**config.mk**
```make
export PLATFORM = sky130hd
export DESIGN_NAME = cpu_alu_with_flags
export DESIGN_NICKNAME = d
export VERILOG_FILES = /design/src/sv/cpualu_pkg.sv /design/src/sv/cpualu_core.sv /design/src/sv/cpu_alu_with_flags.sv
export SDC_FILE = /design/constraint.sdc
export NUM_CORES = 1
export LEC_CHECK = 0
export ABC_AREA = 1
export BUFFER_PORTS_ARGS = -buffer_cell sky130_fd_sc_hd__buf_2
export CORE_MARGIN = 2
export CORE_UTILIZATION = 40
export CTS_BUF_LIST = sky130_fd_sc_hd__clkbuf_2
export DETAILED_ROUTE_END_ITERATION = 16
export PLACE_DENSITY = 0.63
export SLEW_MARGIN = 20
export SYNTH_ARGS = -nofsm -noshare
export SYNTH_HDL_FRONTEND = slang
export SYNTH_SLANG_ARGS = --single-unit
```
**constraint.sdc**
```tcl
create_clock -name i_clk -period 4.95 [get_ports i_clk]
set_input_delay 0.2475 -clock i_clk [delete_from_list [all_inputs] [get_ports i_clk]]
set_output_delay 0.2475 -clock i_clk [all_outputs]
set_load 0.01 [all_outputs]
```
**src/sv/cpualu_pkg.sv**
```systemverilog
// ----------------------------------------------------------------------------
// cpualu_pkg
// Operation codes, flag positions and the operand bundle of the
// accumulator ALU.
// ----------------------------------------------------------------------------
package cpualu_pkg;

    typedef enum logic [3:0] {
        CMD_ADD = 4'd0,
        CMD_ADC = 4'd1,
        CMD_SUB = 4'd2,
        CMD_SBC = 4'd3,
        CMD_AND = 4'd4,
        CMD_XOR = 4'd5,
        CMD_OR  = 4'd6,
        CMD_CP  = 4'd7,
        CMD_INC = 4'd8,
        CMD_DEC = 4'd9,
        CMD_RLC = 4'd10,
        CMD_RL  = 4'd11,
        CMD_RRC = 4'd12,
        CMD_RR  = 4'd13,
        CMD_BIT = 4'd14
    } t_cmd;

    localparam int FLAG_Z = 3;
    localparam int FLAG_N = 2;
    localparam int FLAG_H = 1;
    localparam int FLAG_C = 0;

    localparam int IN_WIDTH  = 27;
    localparam int OUT_WIDTH = 12;

    typedef struct packed {
        logic [3:0] flags_in;
        logic [2:0] bit_index;
        logic [7:0] operand_b;
        logic [7:0] operand_a;
        logic [3:0] command;
    } t_alu_in;

    typedef struct packed {
        logic [3:0] flags_out;
        logic [7:0] result;
    } t_alu_out;

endpackage

```
**src/sv/cpualu_core.sv**
```systemverilog
// ----------------------------------------------------------------------------
// cpualu_core
// Combinational datapath: result byte and new Z/N/H/C flags for one
// operation.
// ----------------------------------------------------------------------------
module cpualu_core
    import cpualu_pkg::*;
(
    input  t_alu_in  i_op,
    output t_alu_out o_res
);

    logic [7:0] a;
    logic [7:0] b;
    logic       cin;
    logic       c_use;
    logic [8:0] sum;
    logic [4:0] sum_lo;
    logic [8:0] diff;
    logic [4:0] diff_lo;
    logic [7:0] r;
    logic [3:0] f;

    assign a   = i_op.operand_a;
    assign b   = i_op.operand_b;
    assign cin = i_op.flags_in[FLAG_C];

    assign c_use = ((i_op.command == CMD_ADC) || (i_op.command == CMD_SBC)) ? cin : 1'b0;

    assign sum     = {1'b0, a} + {1'b0, b} + {8'd0, c_use};
    assign sum_lo  = {1'b0, a[3:0]} + {1'b0, b[3:0]} + {4'd0, c_use};
    assign diff    = {1'b0, a} - {1'b0, b} - {8'd0, c_use};
    assign diff_lo = {1'b0, a[3:0]} - {1'b0, b[3:0]} - {4'd0, c_use};

    always_comb begin
        r = a;
        f = i_op.flags_in;
        unique case (i_op.command)
            CMD_ADD, CMD_ADC: begin
                r = sum[7:0];
                f = {(sum[7:0] == 8'd0), 1'b0, sum_lo[4], sum[8]};
            end
            CMD_SUB, CMD_SBC: begin
                r = diff[7:0];
                f = {(diff[7:0] == 8'd0), 1'b1, diff_lo[4], diff[8]};
            end
            CMD_CP: begin
                f = {(diff[7:0] == 8'd0), 1'b1, diff_lo[4], diff[8]};
            end
            CMD_AND: begin
                r = a & b;
                f = {((a & b) == 8'd0), 1'b0, 1'b1, 1'b0};
            end
            CMD_XOR: begin
                r = a ^ b;
                f = {((a ^ b) == 8'd0), 3'b000};
            end
            CMD_OR: begin
                r = a | b;
                f = {((a | b) == 8'd0), 3'b000};
            end
            CMD_INC: begin
                r = a + 8'd1;
                f = {(a == 8'hFF), 1'b0, (a[3:0] == 4'hF), cin};
            end
            CMD_DEC: begin
                r = a - 8'd1;
                f = {(a == 8'h01), 1'b1, (a[3:0] == 4'h0), cin};
            end
            CMD_RLC: begin
                r = {a[6:0], a[7]};
                f = {3'b000, a[7]};
            end
            CMD_RL: begin
                r = {a[6:0], cin};
                f = {3'b000, a[7]};
            end
            CMD_RRC: begin
                r = {a[0], a[7:1]};
                f = {3'b000, a[0]};
            end
            CMD_RR: begin
                r = {cin, a[7:1]};
                f = {3'b000, a[0]};
            end
            CMD_BIT: begin
                f = {~b[i_op.bit_index], 1'b0, 1'b1, cin};
            end
            default: begin
                r = a;
                f = i_op.flags_in;
            end
        endcase
    end

    assign o_res.result    = r;
    assign o_res.flags_out = f;

endmodule

```
**src/sv/cpu_alu_with_flags.sv**
```systemverilog
// ----------------------------------------------------------------------------
// cpu_alu_with_flags
// Accumulator ALU with Z/N/H/C flags, registered in and out.
// ----------------------------------------------------------------------------
// Input items arrive on the slave stream (i_s_*) and carry the command, both
// operand bytes, the bit index and the incoming flags. Each item yields one
// result item on the master stream (o_m_*) with the result byte and the new
// flags. An item is captured in the input register, goes through the
// combinational datapath and lands in the result register, so its result is
// offered once it reaches the result register. One item is accepted every
// cycle unless the receiver stalls; the throughput is set by the single
// register stage on each side of the datapath. When the receiver stalls, the
// result register holds its item and the input register can still take one
// more; after that the input side deasserts tready until the receiver moves.
// Reset empties both registers; no item is pending after reset.
// ----------------------------------------------------------------------------
module cpu_alu_with_flags
    import cpualu_pkg::*;
(
    input  logic        i_clk,
    input  logic        i_rst_n,
    input  logic        i_s_tvalid,
    output logic        o_s_tready,
    // command[3:0], operand_a[11:4], operand_b[19:12], bit_index[22:20],
    // flags_in[26:23], zero fill[31:27]
    input  logic [31:0] i_s_tdata,
    output logic        o_m_tvalid,
    input  logic        i_m_tready,
    // result[7:0], flags_out[11:8], zero fill[15:12]
    output logic [15:0] o_m_tdata
);

    logic     r_in_valid;
    t_alu_in  r_in;
    logic     r_out_valid;
    t_alu_out r_out;
    t_alu_out core_res;
    logic     out_free;
    logic     in_free;
    logic     in_take;

    cpualu_core u_core (
        .i_op  (r_in),
        .o_res (core_res)
    );

    assign out_free = !r_out_valid || i_m_tready;
    assign in_free  = !r_in_valid || out_free;
    assign in_take  = i_s_tvalid && in_free;

    always_ff @(posedge i_clk) begin
        if (!i_rst_n) begin
            r_in_valid  <= 1'b0;
            r_out_valid <= 1'b0;
        end else begin
            if (in_free) begin
                r_in_valid <= i_s_tvalid;
            end
            if (out_free) begin
                r_out_valid <= r_in_valid;
            end
        end
    end

    always_ff @(posedge i_clk) begin
        if (in_take) begin
            r_in <= t_alu_in'(i_s_tdata[IN_WIDTH-1:0]);
        end
        if (out_free && r_in_valid) begin
            r_out <= core_res;
        end
    end

    assign o_s_tready = in_free;
    assign o_m_tvalid = r_out_valid;
    assign o_m_tdata  = {{(16 - OUT_WIDTH){1'b0}}, r_out};

    a_take_fills: assert property (@(posedge i_clk) disable iff (!i_rst_n)
        in_take |=> r_in_valid)
        else $error("Accepted item did not reach the input register.");

    a_advance: assert property (@(posedge i_clk) disable iff (!i_rst_n)
        (r_in_valid && out_free) |=> (r_out_valid && (r_out == $past(core_res))))
        else $error("Result register did not capture the datapath output.");

    a_ready_full: assert property (@(posedge i_clk) disable iff (!i_rst_n)
        !o_s_tready |-> (r_in_valid && r_out_valid && !i_m_tready))
        else $error("Input side stalled while a register was free.");

    a_reset_empty: assert property (@(posedge i_clk)
        !i_rst_n |=> (!r_in_valid && !r_out_valid))
        else $error("Registers not emptied by reset.");

endmodule
```
# Word-level counts from Yosys, hierarchy flattened
# Index checks and enable logic that the tools add are counted.
dict set report word_totals {
  output_inout_bits 18
  inputBits 36
  regBits 41
}
dict set report classes {
  add_sub_neg 10
  magnitude_cmp 1
  eq_ne 17
  mux 5
  bitwise_logic 4
  reduce_logical 19
}
# cell n
set ops {}
lappend ops {{$pmux 8 s11} 1}
lappend ops {{$logic_not 8->1} 5}
lappend ops {{$pmux 4 s10} 1}
lappend ops {{$eq 4x4->1 const B} 8}
lappend ops {{$eq 4x3->1 const B} 4}
lappend ops {{$add 8x8->9} 1}
lappend ops {{$add 9x1->9} 1}
lappend ops {{$sub 8x8->9} 1}
lappend ops {{$sub 9x1->9} 1}
lappend ops {{$add 8x1->8 const B} 1}
lappend ops {{$and 8x8->8} 1}
lappend ops {{$eq 4x2->1 const B} 2}
lappend ops {{$eq 8x1->1 const B} 1}
lappend ops {{$eq 8x8->1 const B} 1}
lappend ops {{$logic_not 4->1} 2}
lappend ops {{$or 8x8->8} 1}
lappend ops {{$reduce_or 2->1} 4}
lappend ops {{$sub 8x1->8 const B} 1}
lappend ops {{$xor 8x8->8} 1}
lappend ops {{$add 4x4->5} 1}
lappend ops {{$add 5x1->5} 1}
lappend ops {{$sub 4x4->5} 1}
lappend ops {{$sub 5x1->5} 1}
lappend ops {{$eq 4x1->1 const B} 1}
lappend ops {{other kinds (8)} 13}

# Logic depth before layout (Yosys ltp)
# Gate-level depths: netlist of run 1.
dict set report logic_depth {
  depth_word 6
  mapped_depth 16
  ltp_nobuf 15
}

# Modules after synthesis
# A second synthesis of run 1 with hierarchy kept.
dict set report hier_totals {
  hier_cells 502
  area_unflattened_um2 3712.3
}
# module cells_each area_per_inst_um2 instances seq_area_each_um2
set by_module_without_submodules {}
lappend by_module_without_submodules {cpualu_core 445 2412.3 1 0.0}
lappend by_module_without_submodules {cpu_alu_with_flags 57 1300.0 1 1211.2}

# Least setup slack after synthesis of run 1
# No wires, ideal clock.
dict set report synth_path {
  path_type {register to register}
  from {register r_in[3] in the netlist's numbering}
  to {register r_out (netlist bit o_m_tdata[11]), data pin}
  slack_ns 2.467
  setup_time_ns 0.264
  path_stages_with_launch 14
  synth_period_minus_slack_ns 2.483
  n_path_buf 1
  t_required_ns 4.686
  arrival_ns 2.219
  cell_sequence {edfxtp_1 -> buf_6 -> nor2_1 -> nand3_1 -> fa_1 -> fa_1 -> nand3_1 -> nand2_1 -> nand2_1 -> nand2_1 -> nand3_1 -> nor2_1 -> nand3_1 -> nand4_1}
}
# element line_no
set synth_rtl {}
lappend synth_rtl {{start: declaration} cpu_alu_with_flags.sv:34} ;# t_alu_in r_in;
lappend synth_rtl {{start signal: assignment} cpu_alu_with_flags.sv:67} ;# r_in <= t_alu_in'(i_s_tdata[IN_WIDTH-1:0]);
lappend synth_rtl {{end signal: assignment} cpu_alu_with_flags.sv:70} ;# r_out <= core_res;
lappend synth_rtl {{end: declaration} cpu_alu_with_flags.sv:36} ;# t_alu_out r_out;

==> results by stage, run 1 <==
Synthesis:
- The synthesized design contains 41 register bits.
- Sequential elements use 32.47% of the synthesized area.
- The top cell type by area accounts for between 30% and 40% of the synthesized area.
- A synthesized cell averages between 7 and 8 sq um.
- During synthesis, Yosys emitted a total of 0 warnings.
- The cell type with the highest aggregate area in the netlist is sky130_fd_sc_hd__edfxtp_1.
- Synthesis handed over a netlist of between 400 and 500 instances.
- Ranked by total cell area, the synthesized netlist is headed by sky130_fd_sc_hd__edfxtp_1, sky130_fd_sc_hd__ha_1, sky130_fd_sc_hd__nand2_1.
- The synthesized netlist occupies a cell area of between 3000 and 4000 sq um.
- The count of distinct cell types in the synthesized netlist is 42.

Timing:
- In the final timing run, aggregate negative setup slack is 0 ns.
- For the pin with the worst max-slew slack, the measured transition is about 1.0 ns.
- The number of setup violations in the final report is 0.
- The final-report hold violation count is 0.
- Across the routed clock network, the largest skew measured is between 0.02 and 0.025 ns.
- The share of the clock period used by the worst path after layout is 62.45%.
- Measured against its own limit, the worst slew margin works out to 31.78%.
- The minimum clock period after layout is 3.091 ns.
- Timing would allow up to about 320 MHz.
- Setup repair after global routing left no endpoint under its margin.
- The number of pins with negative max-slew slack in the final report is 0.

Pwr:
- For this design the static power due to leakage is 2.061 nW.
- Net switching is 37.33% of the power.
- Summed over all nets, the switching power comes to approximately 0.00033 W.
- The share of total power dissipated in the clock network is ~17%.
- Dividing total power by cell area gives a power density of a little over 200 nW/um^2.
- The total internal power is 0.0005619 W.
- The register share of total power is between 40 and 50%.
- The combinational share of power is between 30% and 40%.
- The maximum VDD drop is ~0.00012 V.

Clock tree:
- The CTS tree is built.
- The clock transition time at the flip-flop clock pins of the worst setup and hold paths is ~0.21 ns.
- For the worst-skew pair, the clock arrives at the later sink with an insertion delay of 0.41 ns.
- The number of sinks on the clock net is 41.
- The number of resized instances in the post-cts repair step is 0.
- The library cell used as clock root buffer is sky130_fd_sc_hd__clkbuf_2.
- The number of buffers on the longest clock path is 2.
- The post-CTS repair timing setup buffer count is 0.
- The number of buffers created by CTS is 5.
- The total number of H-tree levels is 2.

Placement:
- The wire-length estimate of the detail-placed layout is 8859 um.
- The routability congestion estimate is about 0.95.
- Including well taps, the total number of placed cells is 640.
- Input and output buffers added on the ports amount to between 40 and 50.

Routing:
- The count of nets left with antenna violations once routing finished came out at 0.
- The DRC marker count from the first detailed-route iteration is 343.
- After detailed routing, the number of remaining DRC violations is 0.
- The detailed router placed roughly 3600 vias in this run.
- Before antenna repair, the detailed router went through 5 iterations.
- After detailed routing, the number of vias per cell comes to roughly 5.3.
- The post-detailed-routing wire length is ~11000 um.
- The average wire length per cell after detail routing is 16.53 um.

Critical path:
- The master of the slowest instance on the critical path is sky130_fd_sc_hd__edfxtp_1.
- Walking the worst path, the cells encountered are nor2_1, nand3_1, inv_1, fa_1, ha_1, o21ai_0, nand2_1, nand3_1, nand3_1, nand3_1, nand2_1, nor2_1, nand3_1.
- The critical-path maximum fanout is 7.
- STA classifies the critical path startpoint as a flop.
- For the worst setup path, the data required time is 5.13 ns.
- Counting buffers and inverters, the worst setup path is 13 cells deep.
- By instance count, the cell type seen most on the critical path is sky130_fd_sc_hd__nand3_1.
- The sum of buffers and inverters on the critical path is 1.
- The kind of end point of the critical path is a flop.
- The critical path starts at r_in[3].
- The longest individual stage delay on the worst path is 0.61 ns.
- The reg-to-reg startpoint is r_in[3].
- The endpoint identified for the worst register-to-register timing path is o_m_tdata[7].
- The end point of the critical path is o_m_tdata[7].
- For the worst flop-to-flop path, the logic depth is 13.
- Grouping stages by cell kind, the critical path spends the most delay in simple AND/OR/NAND/NOR gates.
- The kind of critical path is reg -> reg.
- Data arrives at the worst endpoint at between 3 and 4 ns.
- The register-to-register path setup slack is ~1.9 ns.

Worst hold path:
- The class of the tightest hold or removal check is in -> reg.
- The worst hold path startpoint is i_s_tdata[26].

Layout:
- Excluding fillers, the count of instances in the completed layout stands at 674.
- The net count of the finished layout is between 600 and 700.
- The area growth from synthesis to layout is 15.67%.
- At the end of the flow the core is filled with cells to 47.14%.
- The ratio of cells with drive above 1 in the final layout is between 15 and 20%.
- The repair_antennas step left the layout with diodes totalling 0.

Die:
- The die outline area is about 10000 sq um.
- In this run the standard cell core region covers between 9000 and 10000 sq um.
- The top-level I/O count is between 50 and 60.
- In this run the vertical extent of the chip is ~100 um.
- The floorplan has 35 rows.
- Measured along the x axis, the die boundary spans between 100 and 150 um.
- The initial utilization of the core area, before any placement, comes to about two fifths.

Global route:
- The via count of the first global-routing pass is roughly 3300.
- The overflow left after global routing is 0.
- The initial antenna violation count is 0.
- The pin count of the biggest net entering global routing is 28.
- For this run, the total global-route usage over all layers was measured as between 20% and 30%.
- The global-route wire length before repair is 17480 um.

Outcome:
- The flow ran to the end, and the final reports show no timing, DRC or antenna violations.

Flow run:
- Max-cap violations in this run came to 0.
==> layout make-up <==
cell class / count / area, sq um
Tap cell: 111 / 138.9
Inverter: 79 / 299.0
Clock inverter: 1 / 5.005
Clock buffer: 7 / 35.03
Timing Repair Buffer: 70 / 480.5
Sequential cell: 41 / 1211
Multi-Input combinational cell: 365 / 2145
Fill cell: 909 / 4838
==> what timing repair did <==
item,4_1_cts,5_1_grt
endpoints found under the hold margin,26,0
hold buffers,26,0
setup endpoints to repair,0,0
==> Yosys cell counts (all sizes together) <==
cell and count:
a211oi 2, a21boi 1, a21o 1, a21oi 14, a221oi 1, buf 9, conb 1, dfxtp 2
edfxtp 39, fa 4, ha 34, inv 79, nand2 117, nand3 59, nand3b 1, nand4 17
nor2 55, nor3 13, o2111ai 2, o211ai 5, o21ai 11, o21bai 2, o221ai 1, o22ai 14
o31a 1, or2 2, xnor2 3, xor2 1
==> flip-flops by register name, summed over array words and instances (netlist names) <==
register and flops:
r_in_valid 1, o_m_tvalid 1, o_m_tdata 12, r_in 27
==> stage by stage <==
step	area, sq um	hold WS, ns	power [W]	worst slack [ns]
2_1_floorplan	3741	0.3464	0.0006481	2.467
3_3_place_gp	4014	0.4235	0.0007317	1.889
3_5_place_dp	4014	0.4256	0.0007342	1.860
4_1_cts	4314	0.02538	0.0008968	1.837
5_1_grt	4314	0.01392	0.0009504	1.636
6_report	4314	0.03463	0.0008967	1.859
==> cells by family after synthesis <==
group / Yosys count / synth area share, %
fa+ha+maj: 38 / 13.55
flops: 41 / 32.47
xor+xnor: 4 / 0.9395
compound gates: 55 / 9.662
other cells: 1 / 0.1005
buf+inv: 88 / 10.33
simple gates: 264 / 32.94
==> power by group through the flow <==
stage | clock network [W] | logic (W) | registers (W)
floorplan | 0 | 0.000214 | 0.000434
global placement | 0 | 0.000289 | 0.000443
detailed placement | 0 | 0.000291 | 0.000443
CTS | 0.000154 | 0.000307 | 0.000436
global route | 0.000165 | 0.000346 | 0.000439
finish | 0.000150 | 0.000311 | 0.000436
==> per-layer routing <==
layer  global-route usage (%)  vias to the layer above  part of all wire (%)
met4                    5.269                        0                   1.7
met5                        0                        -                     0
met3                    2.982                       14                   5.1
met1                    31.44                     1650                    46
li1                         -                     1782                     -
met2                    37.58                      128                    47
==> how the worst min path moves through the flow <==
stage / end / slack, ns / cells after the start
finish: r_in[26] / 0.03 / 1
global placement: r_in[5] / 0.42 / 1
global route: r_in[26] / 0.01 / 1
detailed placement: r_in[17] / 0.43 / 1
floorplan: r_in[0] / 0.35 / 0
CTS: r_in[26] / 0.03 / 1
==> layout by cell type (no fill, tap or decap), drive strengths merged, types with 2 or more instances in the layout <==
| master | netlist | layout |
|---|---|---|
| o211ai | 5 | 5 |
| edfxtp | 39 | 39 |
| nand3 | 59 | 59 |
| buf | 9 | 44 |
| dfxtp | 2 | 2 |
| o21bai | 2 | 2 |
| a21oi | 14 | 14 |
| ha | 34 | 34 |
| dlygate4sd3 | 0 | 26 |
| nor2 | 55 | 55 |
| a211oi | 2 | 2 |
| xnor2 | 3 | 3 |
| nand4 | 17 | 17 |
| inv | 79 | 79 |
| nand2 | 117 | 117 |
| nor3 | 13 | 13 |
| o2111ai | 2 | 2 |
| or2 | 2 | 2 |
| fa | 4 | 4 |
| conb | 1 | 4 |
| clkbuf | 0 | 7 |
| o22ai | 14 | 14 |
| o21ai | 11 | 11 |
==> worst register-to-register path, delay by kind of cell, from the launching register on <==
family          cells  cell delay (ns)
fa+ha+maj           2             0.68
compound gates      1             0.15
simple gates        9             1.31
flops               1             0.61
buf+inv             1             0.11
No activity file was read; power rests on OpenSTA's default activity.
==> inputs of run 2 (changes only) <==
Clock period 4.95 ns to 3.07 ns, I/O delays scaled along.
==> run 2 against run 1 <==
  * Count of clock-buffer cells in the layout is 1 lower
  * Utilization grew 2.1 points
  * Worst setup slack worse by 1.6 ns
  * Critical path type unchanged
  * Critical endpoint is now o_m_tdata[11]
  * Largest power group unchanged
  * Highest routed layer unchanged
==> results by stage, run 2 (synthesis gave the netlist of run 1 again) <==
Outcome:
- The run finished with clean final reports.

Clock tree:
- Hold repair after CTS inserted 30 buffers.
- For this design, the sink count on the clock tree is between 40 and 50.
- The CTS tree is built.
- After clock tree synthesis, the clock-pin slew on the worst setup and hold paths is 0.22 ns.
- The number of resized instances in the post-cts repair step is 0.
- Clock tree synthesis inserted a total of 5 buffers.
- The total number of H-tree levels is 2.
- Clock tree synthesis selected as its root buffer the cell sky130_fd_sc_hd__clkbuf_2.
- The number of setup buffers added after CTS is 0.
- The clock passes through at most 2 buffers.
- The clock latency on the worst-skew pair is 0.41 ns.

Critical path:
- The master of the slowest instance on the critical path is sky130_fd_sc_hd__edfxtp_1.
- The signal arrival time at the worst endpoint is 2.96 ns.
- STA puts the critical path data required time at 3.23 ns.
- The kind of end point of the critical path is a flop.
- The critical path's most frequent cell is sky130_fd_sc_hd__nand3_1.
- The critical path is of the reg -> reg type.
- The critical-path maximum fanout is 5.
- Walking the worst path, the cells encountered are nor2_1, nand3_1, fa_1, fa_1, nand3_1, nand2_1, nand2_1, nand2_1, nand3_1, nor2_1, nand3_1, nand4_1.
- The worst setup path is launched from a flop.
- The largest single stage delay on the critical path is about 0.53 ns.

Global route:
- The met3 track demand over resource in global routing is 3.398%.
- After global routing the overflow that remains totals 0.
- The global-route wire length before repair is roughly 18000 um.
- The busiest layer in global routing is met2.
- The combined global-route utilization of all metal layers is about a quarter.
- Global routing consumed, on the met2 layer, 38.62% of the routing resources.
- The initial antenna violation count came to 0.
- The pin count of the biggest net entering global routing is 28.
- The via count of the first global-routing pass was 3505.
- The met1 capacity usage during global routing is about a third.

Pwr:
- Per report_power, the sequential group accounts for between 40% and 50% of the total.
- In this run, the clock network consumes around a fifth of the power.
- Net switching is about a third of the power.
- The switching power is between 0.0005 and 0.0006 W.
- The total leakage power is between 2 and 2.5 nW.
- The total internal power is approximately 0.001 W.
- The maximum VDD drop is between 0.0002 and 0.00025 V.
- Per report_power, the combinational group accounts for a little over a third of the total.
- The total power per unit cell area is roughly 340 nW/um^2.

Die:
- The die covers around 10000 sq um.
- After floorplanning, the core was sized to cover 9153 sq um.
- The effective utilization at floorplan is around two fifths.
- The y dimension of the die is just over 100 um.
- After floorplanning, the core was divided into 35 placement rows.
- Pin placement for this block handled 54 I/O pins.
- The die is 100.6 um wide.

Layout:
- The synthesis-to-layout area growth is 20.80%.
- The final layout net count is 657.
- Leaving out fill and tap cells, the most frequent cells in the layout are sky130_fd_sc_hd__nand2_1, sky130_fd_sc_hd__inv_1, sky130_fd_sc_hd__nand3_1.
- The register with the most flip-flops in the layout has 27 of them.
- The antenna cell count is 0.
- The most common library cell in the layout ignoring fill and taps is sky130_fd_sc_hd__nand2_1.
- Cells with a size suffix above 1 make up between 10% and 20% of the layout.
- The filler cells instantiated in the layout total 869.
- Ranked by flip-flop count, first place goes to r_in.

Routing:
- For this block, the initial DRC count from the detailed router was roughly 230.
- The first TritonRoute pass finished after 5 iterations.
- After detailed routing, the number of vias per cell comes to 5.371.
- Wires add up to approximately 11000 um.
- The routed layout has 3733 vias.
- The average wire length per cell after detail routing is roughly 16 um.
- The remaining number of nets flagged by the antenna check after routing is 0.
- The detailed-route DRC error count is 0.

Timing:
- The maximum operating frequency is about 360 MHz.
- After layout, the minimum clock period comes to approximately 2.8 ns.
- Of the available clock period, the critical path in the final layout requires 91.40%.
- Setup total negative slack on the finished layout was measured at 0 ns.
- Setup violations remaining at the end of the flow were counted as 0.
- The final-report hold violation count is 0.
- Across all setup checks in the final design, the least slack found is about 0.26 ns.
- Setup repair after global routing left no endpoint under its margin.
- The setup clock skew after layout is roughly 0.028 ns.
- The transition time of the tightest slew-check pin is 1.015 ns.
- In this run the tightest slew margin relative to its limit is 32.35%.
- The number of pins with negative max-slew slack in the final report is 0.

Placement:
- At the end of routability-driven placement, the weighted congestion stood at 0.9079.
- Once detailed placement completed, the half-perimeter wirelength came to around 9300 um.
- Before CTS, the worst setup slack after placement is 0.3338 ns.
- Buffers placed on the I/O ports in this run total 44.

Flow run:
- The number of max-cap violations is 0.

Worst hold path:
- The worst hold path belongs to the class in -> reg.
run 2: worst paths after layout:
| kind | slack, ns | from | cells past startpoint | to |
|---|---|---|---|---|
| max | 0.26 | r_in[2] | 12 | o_m_tdata[11] |
| max reg2reg | 0.26 | r_in[2] | 12 | o_m_tdata[11] |
| min reg2reg | 0.55 | r_in_valid | 2 | r_in_valid |
| min | 0.05 | i_m_tready | 4 | r_in_valid |
run 2: per-stage QoR:
stage	std cells	hold slack [ns]	utilization, %	total power, W	cell area (sq um)
2_1_floorplan	494	0.2524	-	0.001045	3741
3_3_place_gp	657	0.3295	45.25	0.001205	4141
3_5_place_dp	657	0.3316	45.25	0.001209	4141
4_1_cts	695	0.03181	49.23	0.001554	4506
5_1_grt	695	0.08158	49.23	0.001652	4506
6_report	695	0.04939	49.23	0.001552	4506
run 2: final cells by class:
type	instances	area [sq um]	area share, %
multi-input combinational	365	2145	47.60
clock inverter	2	33.78	0.7498
sequential	41	1211	26.88
tap	111	138.9	3.082
inverter	79	299.0	6.637
clock buffer	6	30.03	0.6665
timing repair buffer	91	648.1	14.38
run 2: critical path, delay by kind of cell (launching register included):
kind	cells	cell delay, ns
flops	1	0.53
simple gates	10	1.09
fa+ha+maj	2	0.93
run 2: metal layers:
layer | up-vias | routed length, um | share of wire [%]
li1 | 1823 | - | -
met1 | 1739 | 5095 | 45
met2 | 144 | 5318 | 46
met3 | 27 | 685 | 6.0
met4 | 0 | 338 | 3.0
met5 | - | 0 | 0
run 2: power groups by stage:
stage | Combinational, W | Sequential, W | Clock (W)
2_1_floorplan | 0.000345 | 0.000700 | 0
4_1_cts | 0.000542 | 0.000686 | 0.000326
6_report | 0.000551 | 0.000686 | 0.000315
5_1_grt | 0.000613 | 0.000690 | 0.000348
3_3_place_gp | 0.000508 | 0.000698 | 0
3_5_place_dp | 0.000511 | 0.000698 | 0
==> inputs of run 3 (changes only) <==
Settings changed: ABC_AREA 1 to not set.
==> run 3 against run 2 <==
  * Via count decreased by 7.0%
  * Register-to-register slack got worse by 0.26 ns
  * Die area fell by 2.3%
  * Clock skew shrank 0.00067 ns
  * Critical path type unchanged
  * Highest routed layer unchanged
==> results by stage, run 3 <==
Outcome:
- The run finished with clean final reports.

Timing:
- The transition time of the tightest slew-check pin is approximately 1 ns.
- The worst setup margin is between 0.007 and 0.008 ns.
- The maximum operating frequency is ~330 MHz.
- The worst relative slew slack is roughly a third.
- The tightest hold margin is approximately 0.021 ns.
- The number of setup violations in the final report is 0.
- The number of pins with negative max-slew slack in the final report is 0.
- After layout, the minimum clock period comes to about 3.1 ns.
- Of the available clock period, the critical path in the final layout requires about 100%.
- The setup clock skew after layout is ~0.028 ns.
- Setup repair after global routing could not meet its margin everywhere.
- The final-report hold violation count is 0.

Die:
- The core footprint is 8763 sq um.
- The y dimension of the die is 99.41 um.
- Once the floorplan was initialized, standard cells occupied 41.55% of the core.
- During I/O placement, the number of pins put on the boundary was 54.
- The chip width is between 90 and 100 um.
- The initialized floorplan defines 34 standard-cell rows.
- The die outline area is ~10000 sq um.

Layout:
- More flip-flops sit in one register than any other, and that register is r_in.
- Excluding fillers, the count of instances in the completed layout stands at about 610.
- The post-route standard cell area excluding fillers is 4543 sq um.
- The repair_antennas step left the layout with diodes totalling 0.
- The most common library cell in the layout ignoring fill and taps is sky130_fd_sc_hd__buf_4.
- The number of flip-flops under the largest register name is 27.
- In the final design database the tool counted ~570 nets.
- In the layout the commonest cells are sky130_fd_sc_hd__buf_4, sky130_fd_sc_hd__buf_2, sky130_fd_sc_hd__edfxtp_1.
- The synthesis-to-layout area growth is 24.78%.
- Cells fill 51.84% of the core in the end.
- The number of inserted filler cells in the final layout is 818.
- Of the cells placed in the final design, the portion with a size suffix greater than 1 is 24.30%.

Critical path:
- The startpoint identified for the worst register-to-register timing path is r_in[23].
- The family of cells with the greatest summed delay on the critical path is simple AND/OR/NAND/NOR gates.
- In this run the critical register-to-register path is captured at o_m_tdata[11].
- STA classifies the critical path endpoint as a flop.
- The master of the slowest instance on the critical path is sky130_fd_sc_hd__fa_2.
- Tracing the worst setup path back leads to its startpoint at r_in[23].
- The longest individual stage delay on the worst path is 0.54 ns.
- Data on the critical path arrives at its endpoint at approximately 3.3 ns.
- The path depth of the worst reg2reg path is 11.
- STA classifies the critical path startpoint as a flop.
- The most critical setup path has its endpoint at o_m_tdata[11].
- The critical path crosses 11 cells after its start point.
- The critical path contains buffers and inverters numbering 2 combined.
- The signal on the critical path passes through nand3_4, inv_2, fa_2, inv_1, ha_2, o21ai_2, nand2_1, xor2_1, or4_1, or4b_1, o211ai_1.
- Across all register-to-register paths, the minimum setup slack is around 0.007 ns.
- Along the worst path, the maximum fanout reaches 3.
- The critical path in this run is classified as reg -> reg.
- The critical path required time is 3.32 ns.

Routing:
- The number of vias in the routed layout is 3473.
- For this run, the detailed router's first-pass iteration total came to 5.
- The remaining number of nets flagged by the antenna check after routing is 0.
- The average wire length per cell after detail routing is between 15 and 20 um.
- The post-detailed-routing wire length is between 10000 and 15000 um.
- The detailed-route DRC error count is 0.
- Dividing the detail-routed via count by the number of cells gives between 5 and 6.
- The DRC marker count from the first detailed-route iteration is about 300.

Placement:
- The HPWL after detailed placement is 9365 um.
- The routability congestion estimate is a little under 1.
- Once placement finished, the instance area stood at 4180 sq um.
- The total placed cells including tap cells is approximately 570.
- Port buffering added 44 buffers.
- Timing analysis after detailed placement gives a worst setup slack of between 0.0004 and 0.0005 ns.

Clock tree:
- TritonCTS built the clock tree.
- The library cell used as clock root buffer is sky130_fd_sc_hd__clkbuf_2.
- The number of sinks on the clock net is between 40 and 50.
- The clock latency on the worst-skew pair is about 0.43 ns.
- The H-tree was split into 2 levels.
- Counting the buffers created by CTS gives 5.
- The number of buffers on the longest clock path is 2.
- The clock transition time at the flip-flop clock pins of the worst setup and hold paths is around 0.24 ns.

Pwr:
- The maximum VDD drop is between 0.00015 and 0.0002 V.
- In this run the power density over the cells is 344.9 nW/um^2.
- The analysis attributes to cell leakage a power of about 1.9 nW.

Synthesis:
- The count of synthesis-stage warnings from yosys is 0.
- By area the synthesized netlist is led by sky130_fd_sc_hd__edfxtp_1, sky130_fd_sc_hd__ha_1, sky130_fd_sc_hd__a21oi_1.
- The post-synthesis cell count is 388.
- The share of the Yosys chip area taken by registers is approximately a third.
- The share of flip-flops with an asynchronous set or reset after synthesis is 0%.
- The most common cell in the synthesized netlist is sky130_fd_sc_hd__edfxtp_1.
- By count the netlist is led by sky130_fd_sc_hd__edfxtp_1, sky130_fd_sc_hd__ha_1, sky130_fd_sc_hd__inv_1.
- The count of distinct cell types in the synthesized netlist is 71.
- The post-synthesis area per instance is around 9.4 sq um.
- The netlist area before placement is 3641 sq um.
- The prevailing post-synth register cell is sky130_fd_sc_hd__edfxtp_1.
- The cell type with the highest aggregate area in the netlist is sky130_fd_sc_hd__edfxtp_1.
- The number of synthesized register bits is just over 40.
- In this run the biggest area consumer among cell types represents 32.16% of the synthesized area.
- The number of synthesized flops with an enable pin is 39.

Global route:
- The initial antenna violation count is 0.
- The overflow left after global routing is 0.
- Global routing used roughly a quarter of the available tracks across all layers.
- The via count of the first global-routing pass is about 3400.
- The first global-routing pass estimated approximately 19000 um of wire.
- Entering global routing, the biggest net connects 35 pins.

Worst hold path:
- In this run the most critical hold path is launched from i_m_tready.
- The class of the tightest hold or removal check is in -> reg.

Flow run:
- The number of max-cap violations is 0.
==> run 3: cell count changes after synthesis, moves of 11 or more <==
cell	before	now
sky130_fd_sc_hd__a21oi_1	14	27
sky130_fd_sc_hd__nand2_1	110	29
sky130_fd_sc_hd__nand4_1	17	6
sky130_fd_sc_hd__nor2_1	49	26
sky130_fd_sc_hd__inv_1	66	31
sky130_fd_sc_hd__nand3_1	57	16
sky130_fd_sc_hd__inv_2	12	1
==> run 3: power by group <==
part	internal [W]	switching (W)
Sequential	0.000656	0.0000237
Combinational	0.000289	0.000342
Clock	0.0000567	0.000199
Total	0.00100	0.000565
==> run 3: final cells by class <==
type	count	area, sq um	share of cell area [%]
clock buffer	6	30.03	0.6610
clock inverter	2	11.26	0.2479
inverter	32	120.1	2.644
multi-input combinational	294	2150	47.31
sequential	41	1211	26.66
tap	108	135.1	2.974
timing repair buffer	123	885.9	19.50
==> run 3: tightest hold or removal path: cells and delay by family <==
kind                   cells  cell delay (ns)
AND/OR/NAND/NOR            1             0.06
buffers and inverters      1             0.07
AO/OA/AOI/OAI              1             0.16
==> run 3: layer usage <==
| layer | track usage (%) | wire length, um | up-vias |
|---|---|---|---|
| met4 | 12.12 | 569 | 0 |
| met3 | 2.952 | 747 | 38 |
| met5 | 0 | 0 | - |
| li1 | - | - | 1641 |
| met2 | 39.97 | 5549 | 179 |
| met1 | 34.60 | 5220 | 1615 |
==> run 3: kinds of logic (layout without fill, tap and decap cells) <==
group / Yosys count / count (layout) / share of synthesized area (%)
DFF: 41 / 41 / 33.26
muxes: 8 / 8 / 2.921
buffers and inverters: 56 / 163 / 8.969
other: 1 / 4 / 0.1030
AOI/OAI and AO/OA: 105 / 105 / 19.31
adders and majority gates: 38 / 38 / 13.88
xor gates and xnor gates: 18 / 18 / 4.330
and+or+nand+nor: 121 / 121 / 17.22
==> run 3: worst min path at each step <==
stage	slack [ns]	depth (start not counted)	endpoint
after floorplan	0.25	0	r_in[0]
after global placement	0.33	1	r_in[17]
after detailed placement	0.33	1	r_in[19]
after CTS	0.01	3	o_m_tvalid
after global routing	0.01	3	o_m_tvalid
final	0.02	3	o_m_tvalid
==> run 3: what timing repair did <==
action | in CTS | in global routing
setup buffers | 2 | 1
pin swaps | 2 | 2
gates cloned | 0 | 0
resized for setup | 2 | 2
hold buffers | 29 | 0
setup endpoints to repair | 1 | 2
endpoints found under the hold margin | 29 | 0
==> run 3: through the flow <==
stage | TNS (ns) | total power [W]
after floorplan | -0.04009 | 0.001058
after global routing | -0.1518 | 0.001662
final | 0 | 0.001567
after CTS | 0 | 0.001558
after global placement | 0 | 0.001278
after detailed placement | 0 | 0.001277
